--- config.mk ---
export PLATFORM = sky130hd
export DESIGN_NAME = disk_block_to_chs_mapper_top
export DESIGN_NICKNAME = d
export VERILOG_FILES = /design/src/dbc_pkg.sv /design/src/dbc_check.sv /design/src/dbc_chs.sv /design/src/dbc_position.sv /design/src/disk_block_to_chs_mapper_top.sv
export SDC_FILE = /design/constraint.sdc
export NUM_CORES = 1
export LEC_CHECK = 0
export BUFFER_PORTS_ARGS = -buffer_cell sky130_fd_sc_hd__buf_2
export CAP_MARGIN = 20
export CORE_AREA = 2 2 213 236
export DETAILED_ROUTE_END_ITERATION = 16
export DIE_AREA = 0 0 215 238
export MAX_ROUTING_LAYER = met4
export PLACE_DENSITY = 0.93
export SYNTH_ARGS = -nofsm -noshare
export SYNTH_HDL_FRONTEND = slang
export SYNTH_SLANG_ARGS = --single-unit
--- constraint.sdc ---
create_clock -name clk_i -period 17.3 [get_ports clk_i]
set_clock_uncertainty 0.2 [all_clocks]
set_input_delay 3.46 -clock clk_i [delete_from_list [all_inputs] [get_ports clk_i]]
set_output_delay 3.46 -clock clk_i [all_outputs]
set_load 0.02 [all_outputs]
--- src/dbc_pkg.sv ---
`default_nettype none

package dbc_pkg;

  localparam int unsigned DRIVES_DEF = 8;
  localparam int unsigned MAP_W      = 16;
  localparam int unsigned STAGES     = 7;

  localparam int unsigned DRV_W   = 3;
  localparam int unsigned PART_W  = 3;
  localparam int unsigned BLK_W   = 20;
  localparam int unsigned BYTES_W = 16;
  localparam int unsigned CCYL_W  = 16;
  localparam int unsigned LOOK_W  = 16;
  localparam int unsigned CUR_W   = 10;
  localparam int unsigned PBLK_W  = 19;
  localparam int unsigned NBLK_W  = 8;
  localparam int unsigned CYL_W   = 10;
  localparam int unsigned QUO_W   = 13;
  localparam int unsigned CYLS_W  = 14;
  localparam int unsigned TRK_W   = 5;
  localparam int unsigned SEC_W   = 5;
  localparam int unsigned NS_W    = 6;
  localparam int unsigned PC_W    = 10;
  localparam int unsigned DIST_W  = 5;

  // reciprocal constants: quotient estimate is (x * RCP) >> SH, low by at most one
  localparam int unsigned R1_SH = 30;
  localparam int unsigned R1_W  = 23;
  localparam int unsigned R2_SH = 16;
  localparam int unsigned R2_W  = 12;

  localparam int unsigned NS_A = 22;
  localparam int unsigned NS_B = 32;
  localparam int unsigned NS_C = 32;
  localparam int unsigned PC_A = 22 * 19;
  localparam int unsigned PC_B = 32 * 5;
  localparam int unsigned PC_C = 32 * 19;
  localparam int unsigned RCP1_A = (2**R1_SH) / PC_A;
  localparam int unsigned RCP1_B = (2**R1_SH) / PC_B;
  localparam int unsigned RCP1_C = (2**R1_SH) / PC_C;
  localparam int unsigned RCP2_A = (2**R2_SH) / NS_A;
  localparam int unsigned RCP2_B = (2**R2_SH) / NS_B;
  localparam int unsigned RCP2_C = (2**R2_SH) / NS_C;

  localparam logic [DIST_W-1:0] SDIST_RST  = 5'd2;
  localparam logic [DIST_W-1:0] MARGIN_RST = 5'd3;

  typedef enum logic [1:0] {DT_NONE, DT_A, DT_B, DT_C} dtype_e;
  typedef enum logic [1:0] {ST_OK, ST_BAD_TYPE, ST_PAST_END} status_e;
  typedef enum logic [1:0] {ACT_NONE, ACT_SEARCH, ACT_SEEK} action_e;
  typedef enum logic [1:0] {
    CFG_TYPE_MAP, CFG_SEEK_ONLY, CFG_SEARCH_DIST, CFG_ROT_MARGIN
  } cfg_idx_e;

  typedef struct packed {
    status_e             status;
    dtype_e              dtype;
    logic [BLK_W-1:0]    blk;
    logic [CYL_W-1:0]    base;
    logic [CCYL_W-1:0]   cur_cyl;
    logic [CUR_W-1:0]    cur_sec;
    logic                online;
  } chk_t;

  typedef struct packed {
    status_e             status;
    dtype_e              dtype;
    logic [CYLS_W-1:0]   cyl;
    logic [TRK_W-1:0]    trk;
    logic [SEC_W-1:0]    sec;
    logic [CCYL_W-1:0]   cur_cyl;
    logic [CUR_W-1:0]    cur_sec;
    logic                online;
  } chs_t;

  function automatic logic [NS_W-1:0] geo_ns(input dtype_e dt);
    logic [NS_W-1:0] r;
    unique case (dt)
      DT_A:    r = NS_W'(NS_A);
      DT_B:    r = NS_W'(NS_B);
      DT_C:    r = NS_W'(NS_C);
      DT_NONE: r = NS_W'(NS_C);
    endcase
    return r;
  endfunction

  function automatic logic [PC_W-1:0] geo_pc(input dtype_e dt);
    logic [PC_W-1:0] r;
    unique case (dt)
      DT_A:    r = PC_W'(PC_A);
      DT_B:    r = PC_W'(PC_B);
      DT_C:    r = PC_W'(PC_C);
      DT_NONE: r = PC_W'(PC_C);
    endcase
    return r;
  endfunction

  function automatic logic [R1_W-1:0] rcp_pc(input dtype_e dt);
    logic [R1_W-1:0] r;
    unique case (dt)
      DT_A:    r = R1_W'(RCP1_A);
      DT_B:    r = R1_W'(RCP1_B);
      DT_C:    r = R1_W'(RCP1_C);
      DT_NONE: r = R1_W'(RCP1_C);
    endcase
    return r;
  endfunction

  function automatic logic [R2_W-1:0] rcp_ns(input dtype_e dt);
    logic [R2_W-1:0] r;
    unique case (dt)
      DT_A:    r = R2_W'(RCP2_A);
      DT_B:    r = R2_W'(RCP2_B);
      DT_C:    r = R2_W'(RCP2_C);
      DT_NONE: r = R2_W'(RCP2_C);
    endcase
    return r;
  endfunction

  // partition ROM: size in blocks
  function automatic logic [PBLK_W-1:0] part_blocks(input dtype_e dt,
                                                    input logic [PART_W-1:0] p);
    logic [PBLK_W-1:0] r;
    r = '0;
    unique case (dt)
      DT_A: begin
        unique case (p)
          3'd0:    r = 19'd15884;
          3'd1:    r = 19'd33440;
          3'd2:    r = 19'd340670;
          3'd6:    r = 19'd291346;
          default: r = '0;
        endcase
      end
      DT_B: begin
        unique case (p)
          3'd0:    r = 19'd15884;
          3'd1:    r = 19'd33440;
          3'd2:    r = 19'd131680;
          3'd6:    r = 19'd82080;
          default: r = '0;
        endcase
      end
      DT_C: begin
        unique case (p)
          3'd0: r = 19'd15884;
          3'd1: r = 19'd33440;
          3'd2: r = 19'd500992;
          3'd3: r = 19'd15884;
          3'd4: r = 19'd55936;
          3'd5: r = 19'd86944;
          3'd6: r = 19'd159296;
          3'd7: r = 19'd291346;
        endcase
      end
      DT_NONE: r = '0;
    endcase
    return r;
  endfunction

  // partition ROM: starting cylinder
  function automatic logic [CYL_W-1:0] part_base(input dtype_e dt,
                                                 input logic [PART_W-1:0] p);
    logic [CYL_W-1:0] r;
    r = '0;
    unique case (dt)
      DT_A: begin
        unique case (p)
          3'd1:    r = 10'd38;
          3'd6:    r = 10'd118;
          default: r = '0;
        endcase
      end
      DT_B: begin
        unique case (p)
          3'd1:    r = 10'd100;
          3'd6:    r = 10'd310;
          default: r = '0;
        endcase
      end
      DT_C: begin
        unique case (p)
          3'd1:    r = 10'd27;
          3'd3:    r = 10'd562;
          3'd4:    r = 10'd589;
          3'd5:    r = 10'd681;
          3'd6:    r = 10'd562;
          3'd7:    r = 10'd82;
          default: r = '0;
        endcase
      end
      DT_NONE: r = '0;
    endcase
    return r;
  endfunction

endpackage

`default_nettype wire

--- src/dbc_check.sv ---
`default_nettype none

// Stage 1: drive type, partition lookup, end-of-partition check.
module dbc_check #(
  parameter int unsigned DRIVES = dbc_pkg::DRIVES_DEF
) (
  input  wire logic                         clk_i,
  input  wire logic                         en_i,
  input  wire logic [2*DRIVES-1:0]          type_map_i,
  input  wire logic [dbc_pkg::DRV_W-1:0]    drive_unit_i,
  input  wire logic [dbc_pkg::PART_W-1:0]   partition_i,
  input  wire logic [dbc_pkg::BLK_W-1:0]    block_number_i,
  input  wire logic [dbc_pkg::BYTES_W-1:0]  byte_count_i,
  input  wire logic [dbc_pkg::CCYL_W-1:0]   current_cylinder_i,
  input  wire logic [dbc_pkg::LOOK_W-1:0]   lookahead_raw_i,
  input  wire logic                         drive_online_i,
  output dbc_pkg::chk_t                     chk_o
);

  logic [2*DRIVES-1:0]          map_sh;
  dbc_pkg::dtype_e              dtype;
  logic [dbc_pkg::BYTES_W:0]    bytes_up;
  logic [dbc_pkg::NBLK_W-1:0]   nblk;
  logic [dbc_pkg::BLK_W:0]      blk_end;
  logic                         past_end;
  dbc_pkg::chk_t                chk_d, chk_q;

  always_comb begin
    map_sh = type_map_i >> {drive_unit_i, 1'b0};
    if ({1'b0, drive_unit_i} < 4'(DRIVES)) begin
      dtype = dbc_pkg::dtype_e'(map_sh[1:0]);
    end else begin
      dtype = dbc_pkg::DT_NONE;
    end
    // round bytes up to whole blocks
    bytes_up = (dbc_pkg::BYTES_W+1)'(byte_count_i) + (dbc_pkg::BYTES_W+1)'(511);
    nblk     = bytes_up[dbc_pkg::BYTES_W -: dbc_pkg::NBLK_W];
    blk_end  = (dbc_pkg::BLK_W+1)'(block_number_i) + (dbc_pkg::BLK_W+1)'(nblk);
    past_end = blk_end > (dbc_pkg::BLK_W+1)'(dbc_pkg::part_blocks(dtype, partition_i));

    chk_d.dtype   = dtype;
    chk_d.blk     = block_number_i;
    chk_d.base    = dbc_pkg::part_base(dtype, partition_i);
    chk_d.cur_cyl = current_cylinder_i;
    chk_d.cur_sec = lookahead_raw_i[dbc_pkg::LOOK_W-1 -: dbc_pkg::CUR_W];
    chk_d.online  = drive_online_i;
    priority if (dtype == dbc_pkg::DT_NONE) begin
      chk_d.status = dbc_pkg::ST_BAD_TYPE;
    end else if (past_end) begin
      chk_d.status = dbc_pkg::ST_PAST_END;
    end else begin
      chk_d.status = dbc_pkg::ST_OK;
    end
  end

  always_ff @(posedge clk_i) begin
    if (en_i) begin
      chk_q <= chk_d;
    end
  end

  assign chk_o = chk_q;

endmodule

`default_nettype wire

--- src/dbc_chs.sv ---
`default_nettype none

// Stages 2-5: block -> cylinder, track, sector by reciprocal multiply and
// one correction step per division.
module dbc_chs (
  input  wire logic          clk_i,
  input  wire logic [3:0]    en_i,
  input  dbc_pkg::chk_t      chk_i,
  output dbc_pkg::chs_t      chs_o
);

  localparam int unsigned P1_W = dbc_pkg::BLK_W + dbc_pkg::R1_W;
  localparam int unsigned QD_W = dbc_pkg::QUO_W + dbc_pkg::PC_W;
  localparam int unsigned RR_W = dbc_pkg::PC_W + 1;
  localparam int unsigned P2_W = dbc_pkg::PC_W + dbc_pkg::R2_W;
  localparam int unsigned TN_W = dbc_pkg::TRK_W + dbc_pkg::NS_W;
  localparam int unsigned SR_W = dbc_pkg::NS_W + 1;

  // stage 2: quotient estimate
  logic [P1_W-1:0]                 prod1;
  dbc_pkg::chk_t                   s2_q;
  logic [dbc_pkg::QUO_W-1:0]       qest_q;

  // stage 3: corrected quotient and remainder
  logic [dbc_pkg::PC_W-1:0]        pc3;
  logic [QD_W-1:0]                 qd;
  logic [dbc_pkg::BLK_W-1:0]       rdiff;
  logic [RR_W-1:0]                 rem_raw;
  logic                            fix3;
  dbc_pkg::chk_t                   s3_q;
  logic [dbc_pkg::QUO_W-1:0]       quo_q;
  logic [dbc_pkg::PC_W-1:0]        rem_q;

  // stage 4: cylinder sum and track estimate
  logic [P2_W-1:0]                 prod2;
  dbc_pkg::chs_t                   s4_d, s4_q;
  logic [dbc_pkg::PC_W-1:0]        rem4_q;

  // stage 5: track and sector
  logic [dbc_pkg::NS_W-1:0]        ns5;
  logic [TN_W-1:0]                 tn;
  logic [dbc_pkg::PC_W-1:0]        sdiff;
  logic [SR_W-1:0]                 sec_raw;
  logic                            fix5;
  dbc_pkg::chs_t                   s5_d, s5_q;

  always_comb begin
    prod1 = P1_W'(chk_i.blk) * P1_W'(dbc_pkg::rcp_pc(chk_i.dtype));
  end

  always_ff @(posedge clk_i) begin
    if (en_i[0]) begin
      s2_q   <= chk_i;
      qest_q <= prod1[dbc_pkg::R1_SH +: dbc_pkg::QUO_W];
    end
  end

  always_comb begin
    pc3     = dbc_pkg::geo_pc(s2_q.dtype);
    qd      = QD_W'(qest_q) * QD_W'(pc3);
    rdiff   = s2_q.blk - qd[dbc_pkg::BLK_W-1:0];
    rem_raw = rdiff[RR_W-1:0];
    fix3    = rem_raw >= RR_W'(pc3);
  end

  always_ff @(posedge clk_i) begin
    if (en_i[1]) begin
      s3_q  <= s2_q;
      quo_q <= qest_q + dbc_pkg::QUO_W'(fix3);
      rem_q <= fix3 ? dbc_pkg::PC_W'(rem_raw - RR_W'(pc3)) : dbc_pkg::PC_W'(rem_raw);
    end
  end

  always_comb begin
    prod2        = P2_W'(rem_q) * P2_W'(dbc_pkg::rcp_ns(s3_q.dtype));
    s4_d.status  = s3_q.status;
    s4_d.dtype   = s3_q.dtype;
    s4_d.cyl     = dbc_pkg::CYLS_W'(quo_q) + dbc_pkg::CYLS_W'(s3_q.base);
    s4_d.trk     = prod2[dbc_pkg::R2_SH +: dbc_pkg::TRK_W];
    s4_d.sec     = '0;
    s4_d.cur_cyl = s3_q.cur_cyl;
    s4_d.cur_sec = s3_q.cur_sec;
    s4_d.online  = s3_q.online;
  end

  always_ff @(posedge clk_i) begin
    if (en_i[2]) begin
      s4_q   <= s4_d;
      rem4_q <= rem_q;
    end
  end

  always_comb begin
    ns5     = dbc_pkg::geo_ns(s4_q.dtype);
    tn      = TN_W'(s4_q.trk) * TN_W'(ns5);
    sdiff   = rem4_q - dbc_pkg::PC_W'(tn);
    sec_raw = sdiff[SR_W-1:0];
    fix5    = sec_raw >= SR_W'(ns5);
    s5_d     = s4_q;
    s5_d.trk = s4_q.trk + dbc_pkg::TRK_W'(fix5);
    s5_d.sec = fix5 ? dbc_pkg::SEC_W'(sec_raw - SR_W'(ns5)) : dbc_pkg::SEC_W'(sec_raw);
  end

  always_ff @(posedge clk_i) begin
    if (en_i[3]) begin
      s5_q <= s5_d;
    end
  end

  assign chs_o = s5_q;

endmodule

`default_nettype wire

--- src/dbc_position.sv ---
`default_nettype none

// Stages 6-7: search sector, positioning decision, result register.
module dbc_position (
  input  wire logic                          clk_i,
  input  wire logic [1:0]                    en_i,
  input  dbc_pkg::chs_t                      chs_i,
  input  wire logic                          seek_only_i,
  input  wire logic [dbc_pkg::DIST_W-1:0]    search_distance_i,
  input  wire logic [dbc_pkg::DIST_W-1:0]    rotation_margin_i,
  output logic [1:0]                         status_o,
  output logic [dbc_pkg::CYL_W-1:0]          cylinder_o,
  output logic [dbc_pkg::TRK_W-1:0]          track_o,
  output logic [dbc_pkg::SEC_W-1:0]          sector_o,
  output logic [dbc_pkg::SEC_W-1:0]          search_sector_o,
  output logic [1:0]                         position_action_o
);

  localparam int unsigned T_W  = dbc_pkg::NS_W + 1;
  localparam int unsigned SL_W = dbc_pkg::CUR_W + 2;

  typedef struct packed {
    dbc_pkg::status_e            status;
    dbc_pkg::dtype_e             dtype;
    logic [dbc_pkg::CYL_W-1:0]   cyl;
    logic [dbc_pkg::TRK_W-1:0]   trk;
    logic [dbc_pkg::SEC_W-1:0]   sec;
    logic [dbc_pkg::SEC_W-1:0]   ssec;
    logic                        cyl_ne;
    logic [dbc_pkg::CUR_W-1:0]   cur_sec;
    logic                        online;
  } pos_t;

  logic [dbc_pkg::NS_W-1:0]   ns6, sdm;
  logic [T_W-1:0]             tsum, tmod;
  pos_t                       s6_d, s6_q;

  logic [dbc_pkg::NS_W-1:0]   ns7;
  logic signed [SL_W-1:0]     slack, slack_w, limit;
  dbc_pkg::action_e           act;

  // stage 6
  always_comb begin
    ns6  = dbc_pkg::geo_ns(chs_i.dtype);
    sdm  = (dbc_pkg::NS_W'(search_distance_i) >= ns6) ?
           dbc_pkg::NS_W'(search_distance_i) - ns6 : dbc_pkg::NS_W'(search_distance_i);
    tsum = T_W'(chs_i.sec) + T_W'(ns6) - T_W'(sdm);
    tmod = (tsum >= T_W'(ns6)) ? tsum - T_W'(ns6) : tsum;

    s6_d.status  = chs_i.status;
    s6_d.dtype   = chs_i.dtype;
    s6_d.cyl     = chs_i.cyl[dbc_pkg::CYL_W-1:0];
    s6_d.trk     = chs_i.trk;
    s6_d.sec     = chs_i.sec;
    s6_d.ssec    = tmod[dbc_pkg::SEC_W-1:0];
    s6_d.cyl_ne  = dbc_pkg::CCYL_W'(chs_i.cyl) != chs_i.cur_cyl;
    s6_d.cur_sec = chs_i.cur_sec;
    s6_d.online  = chs_i.online;
  end

  always_ff @(posedge clk_i) begin
    if (en_i[0]) begin
      s6_q <= s6_d;
    end
  end

  // stage 7: rotational slack
  always_comb begin
    ns7     = dbc_pkg::geo_ns(s6_q.dtype);
    slack   = $signed(SL_W'(s6_q.cur_sec)) - $signed(SL_W'(s6_q.ssec)) + SL_W'(1);
    slack_w = (slack < 0) ? slack + $signed(SL_W'(ns7)) : slack;
    limit   = $signed(SL_W'(ns7)) - $signed(SL_W'(rotation_margin_i));
    priority if (!s6_q.online) begin
      act = dbc_pkg::ACT_NONE;
    end else if (s6_q.cyl_ne) begin
      act = seek_only_i ? dbc_pkg::ACT_SEEK : dbc_pkg::ACT_SEARCH;
    end else if (seek_only_i) begin
      act = dbc_pkg::ACT_NONE;
    end else if (slack_w > limit) begin
      act = dbc_pkg::ACT_NONE;
    end else begin
      act = dbc_pkg::ACT_SEARCH;
    end
  end

  always_ff @(posedge clk_i) begin
    if (en_i[1]) begin
      status_o <= s6_q.status;
      if (s6_q.status == dbc_pkg::ST_OK) begin
        cylinder_o        <= s6_q.cyl;
        track_o           <= s6_q.trk;
        sector_o          <= s6_q.sec;
        search_sector_o   <= s6_q.ssec;
        position_action_o <= act;
      end else begin
        cylinder_o        <= '0;
        track_o           <= '0;
        sector_o          <= '0;
        search_sector_o   <= '0;
        position_action_o <= dbc_pkg::ACT_NONE;
      end
    end
  end

endmodule

`default_nettype wire

--- src/disk_block_to_chs_mapper_top.sv ---
`default_nettype none

// Disk block to cylinder/track/sector mapper. One request beat in, one
// result beat out, in order. Requests are checked against the drive type
// (2 bits per drive in the type map) and the type's partition ROM, then the
// block is split into cylinder, track and sector, a search target sector
// is formed and a positioning action chosen. Rate: one beat per cycle
// while the output is not stalled. There are seven register stages
// (check, two stages per reciprocal division, search sector, result
// register), and the check stage loads at the accepting edge itself.
// Holes in the pipe close up under output stall, so input stall rises
// only when all seven stages hold a beat and the output is stalled.
// Configuration writes take effect at once and must be made while the
// pipe is empty.
module disk_block_to_chs_mapper_top #(
  parameter int unsigned DRIVES = dbc_pkg::DRIVES_DEF
) (
  input  wire logic                          clk_i,
  input  wire logic                          rst_ni,
  // configuration write port
  input  wire logic                          cfg_we_i,
  input  wire logic [1:0]                    cfg_idx_i,
  input  wire logic [dbc_pkg::MAP_W-1:0]     cfg_data_i,
  // request channel
  input  wire logic                          in_valid_i,
  output logic                               in_stall_o,
  input  wire logic [dbc_pkg::DRV_W-1:0]     drive_unit_i,
  input  wire logic [dbc_pkg::PART_W-1:0]    partition_i,
  input  wire logic [dbc_pkg::BLK_W-1:0]     block_number_i,
  input  wire logic [dbc_pkg::BYTES_W-1:0]   byte_count_i,
  input  wire logic [dbc_pkg::CCYL_W-1:0]    current_cylinder_i,
  input  wire logic [dbc_pkg::LOOK_W-1:0]    lookahead_raw_i,
  input  wire logic                          drive_online_i,
  // result channel
  output logic                               out_valid_o,
  input  wire logic                          out_stall_i,
  output logic [1:0]                         status_o,
  output logic [dbc_pkg::CYL_W-1:0]          cylinder_o,
  output logic [dbc_pkg::TRK_W-1:0]          track_o,
  output logic [dbc_pkg::SEC_W-1:0]          sector_o,
  output logic [dbc_pkg::SEC_W-1:0]          search_sector_o,
  output logic [1:0]                         position_action_o
);

  localparam int unsigned NST = dbc_pkg::STAGES;

  // config registers; the map keeps only the bits of drives that exist
  logic [2*DRIVES-1:0]          type_map_q;
  logic                         seek_only_q;
  logic [dbc_pkg::DIST_W-1:0]   sdist_q;
  logic [dbc_pkg::DIST_W-1:0]   margin_q;

  always_ff @(posedge clk_i or negedge rst_ni) begin
    if (!rst_ni) begin
      type_map_q  <= '0;
      seek_only_q <= 1'b0;
      sdist_q     <= dbc_pkg::SDIST_RST;
      margin_q    <= dbc_pkg::MARGIN_RST;
    end else if (cfg_we_i) begin
      unique case (dbc_pkg::cfg_idx_e'(cfg_idx_i))
        dbc_pkg::CFG_TYPE_MAP:    type_map_q  <= cfg_data_i[2*DRIVES-1:0];
        dbc_pkg::CFG_SEEK_ONLY:   seek_only_q <= cfg_data_i[0];
        dbc_pkg::CFG_SEARCH_DIST: sdist_q     <= cfg_data_i[dbc_pkg::DIST_W-1:0];
        dbc_pkg::CFG_ROT_MARGIN:  margin_q    <= cfg_data_i[dbc_pkg::DIST_W-1:0];
      endcase
    end
  end

  // stage valids; a stage loads when it is empty or its successor moves
  logic [NST-1:0] vld_q, vld_d, vld_in, en;

  always_comb begin
    en[NST-1] = !vld_q[NST-1] || !out_stall_i;
    for (int i = NST - 2; i >= 0; i--) begin
      en[i] = !vld_q[i] || en[i+1];
    end
    vld_in = {vld_q[NST-2:0], in_valid_i};
    vld_d  = (vld_in & en) | (vld_q & ~en);
  end

  always_ff @(posedge clk_i or negedge rst_ni) begin
    if (!rst_ni) begin
      vld_q <= '0;
    end else begin
      vld_q <= vld_d;
    end
  end

  assign in_stall_o  = !en[0];
  assign out_valid_o = vld_q[NST-1];

  dbc_pkg::chk_t chk;
  dbc_pkg::chs_t chs;

  dbc_check #(
    .DRIVES (DRIVES)
  ) u_check (
    .clk_i              (clk_i),
    .en_i               (en[0]),
    .type_map_i         (type_map_q),
    .drive_unit_i       (drive_unit_i),
    .partition_i        (partition_i),
    .block_number_i     (block_number_i),
    .byte_count_i       (byte_count_i),
    .current_cylinder_i (current_cylinder_i),
    .lookahead_raw_i    (lookahead_raw_i),
    .drive_online_i     (drive_online_i),
    .chk_o              (chk)
  );

  dbc_chs u_chs (
    .clk_i (clk_i),
    .en_i  (en[4:1]),
    .chk_i (chk),
    .chs_o (chs)
  );

  dbc_position u_position (
    .clk_i             (clk_i),
    .en_i              (en[6:5]),
    .chs_i             (chs),
    .seek_only_i       (seek_only_q),
    .search_distance_i (sdist_q),
    .rotation_margin_i (margin_q),
    .status_o          (status_o),
    .cylinder_o        (cylinder_o),
    .track_o           (track_o),
    .sector_o          (sector_o),
    .search_sector_o   (search_sector_o),
    .position_action_o (position_action_o)
  );

endmodule

`default_nettype wire

==> metrics.txt <==
synthesized flop and latch total=403; hold path startpoint=u_chs.s2_q[35]; r2r startpoint=u_check.chk_o[57]; CP arrival=just under 9000 ps; Finish-stage setup viols=0; layout cells sized above 1=between 8 and 9%; period utilisation layout=49.6%; Mapped Cells=approximately 2,900; RSZ-0062 raised after global routing=no; Hold Path Stages=0; Clock H-tree levels=2; Levels on crit path=26; Worst Path Buf+Inv=7; Die H=approximately 240 µm; status=finished, final reports clean; Final #Nets=3,914; Starting Density=68.6%; Tmin final=8590 ps; depth of the most critical reg-to-reg path=26; crit-path most repeated cell=fa_1; hold buffer count at cts=0; largest net degree at the start of global routing=66; Die ar.=between 50,000 and 60,000 µm²; drt pass-1 iters=8; crit-path max cell delay=about 560 ps; Synth async-reset ratio=under 10%; mapped cell area=~33,000 µm²; Max Freq=116 MHz; number of buffers created by CTS=41; Final Hold Vio Count=0; reg-to-reg endpoint=u_chs.qest_q[12]; Vias=roughly 22,000; # port buffers=roughly 120; Site Rows=between 80 and 90; clk slew on worst S/H paths=around 60 ps; aggregate negative setup slack=0 ps; R2R Setup Slk=approximately 8700 ps; CP max-delay cell=fa_1; slew margin rel.=a little over a third; Worst setup SP type=flip-flop; Syn. warnings=0; clock root buffer=clkbuf_16; Worst setup startpoint=u_check.chk_o[57]; vias in the first global route=between 20,000 and 25,000; worst-path maximum fanout=40; first-pass GRT wire length=129,000 µm; cell taking the most area after synthesis=edfxtp_1; final WL=82,400 µm; most instantiated cells after synthesis=inv_1, ha_1, edfxtp_1; Post-Syn Area per Cell=between 10 and 15 µm²; max-slew violation count=0; Die Wd=between 200 and 250 µm; CP required=17,380 ps; Global Route Usage Sum=between 30% and 40%; Synth Flop Type=edfxtp_1; most common cell in the netlist=inv_1; core area=48,700 µm²; worst-case clock buffer depth=3; WL per Instance=22.1 µm; Area contributors post-synth=edfxtp_1, fa_1, ha_1; Post-CTS Setup Bufs=0; overall overflow remaining after global route=0; CTS tree=done; # fillers=about 3,000; CP Class=reg2reg; library cells used by synthesis=80; worst min path class=reg2reg; initial antenna violation count=0; Setup crit end kind=flip-flop; Endpoint, Worst Hold=u_chs.s3_q[35]; MaxCap Viol Count=0; post-cts resize count=0; Register Area=11,900 µm²; DRT antenna net count=0; clk sinks=403; GP Congestion=around 1; hpwl dp=61,400 µm; syn_nets=about 3,800; share of the synthesized area in the top cell type=33.2%; detailed-route DRC error count=0; worst-skew pair later-pin latency=570 ps; Antenna Diode Count=0; initial DRC count=1,978; Worst-Margin Slew=between 900 and 1000 ps; Seq/Total Area, Yosys=a little over a third; vias per inst=slightly above 6; EDFF count, synth=~370; Top Family by Delay on Critical Path=adder cells; area of the multi-input gates=19,100 µm²; synth-to-layout area growth=8.03%; IO Pins=around 130
layer usage:
metal | wire length (µm) | share of wire [%] | track usage [%] | vias to the layer above
li1 | - | - | - | 9873
met1 | 29300 | 36 | 38.1 | 11079
met2 | 42600 | 52 | 59.6 | 1170
met3 | 5490 | 6.7 | 3.89 | 359
met4 | 5040 | 6.1 | 18.1 | 0
met5 | 0 | 0 | - | -
cells in the final DEF (no fill, tap or decap), types with 8 or more instances in the layout:
master / count
a211oi_1: 11
a21o_1: 31
a21oi_1: 88
a31oi_1: 9
and2_1: 76
and3_1: 16
buf_2: 122
buf_4: 15
clkbuf_1: 9
clkbuf_16: 41
clkinv_1: 9
dfrtp_1: 31
edfxtp_1: 369
fa_1: 343
ha_1: 427
inv_1: 610
mux2_2: 33
mux2i_1: 11
nand2_1: 137
nand2b_1: 55
nand3_1: 43
nand3b_1: 8
nand4_1: 17
nor2_1: 111
nor2b_1: 37
nor3_1: 24
nor4_1: 8
o21a_1: 11
o21ai_0: 73
o21bai_1: 10
o22ai_1: 8
xnor2_1: 103
xor2_1: 54
how the worst max path moves through the flow:
stage | end | slack (ps)
floorplan | in_stall_o | 7310
global placement | in_stall_o | 8980
detailed placement | in_stall_o | 8820
CTS | in_stall_o | 8750
global route | u_chs.qest_q[12] | 8320
finish | u_chs.qest_q[12] | 8710
flip-flops by register name, summed over array words and instances, names as in the netlist, 13 cells and up, named ones only:
name / flops
u_check.chk_o: 60
u_chs.quo_q: 13
type_map_q: 16
u_chs.qest_q: 13
u_chs.s4_q: 50
u_position.s6_q: 41
u_chs.s3_q: 40
u_chs.chs_o: 55
u_chs.s2_q: 51
cells by family (layout without fill, tap and decap cells):
logic type / after synthesis / after routing / share of synthesized area, %
AOI/OAI and AO/OA: 299 / 299 / 5.60
buffers and inverters: 647 / 822 / 7.30
and+or+nand+nor: 574 / 574 / 8.85
adders and majority gates: 770 / 770 / 36.5
xor gates and xnor gates: 160 / 160 / 4.30
DFF: 403 / 403 / 35.7
muxes: 48 / 48 / 1.71
area by class of cell:
cell class | instances | area share, %
Tap cell | 652 | 2.26
Multi-Input combinational cell | 1851 | 52.8
Clock inverter | 21 | 0.499
Inverter | 612 | 6.36
Sequential cell | 403 | 33.1
Clock buffer | 52 | 3.01
Timing Repair Buffer | 137 | 2.00
stage by stage:
step | hold WS (ps) | util [%] | instances | area [µm²] | worst slack (ps)
2_1_floorplan | 200 | - | 2901 | 33400 | 7310
3_3_place_gp | 202 | 71.5 | 3654 | 34800 | 8980
3_5_place_dp | 205 | 71.5 | 3654 | 34800 | 8820
4_1_cts | 203 | 74.1 | 3727 | 36100 | 8750
5_1_grt | 211 | 74.1 | 3728 | 36100 | 8320
6_report | 208 | 74.1 | 3728 | 36100 | 8710
Power is not shown: default switching activity piles up to over one toggle a cycle in this logic, so the estimate is an artifact.
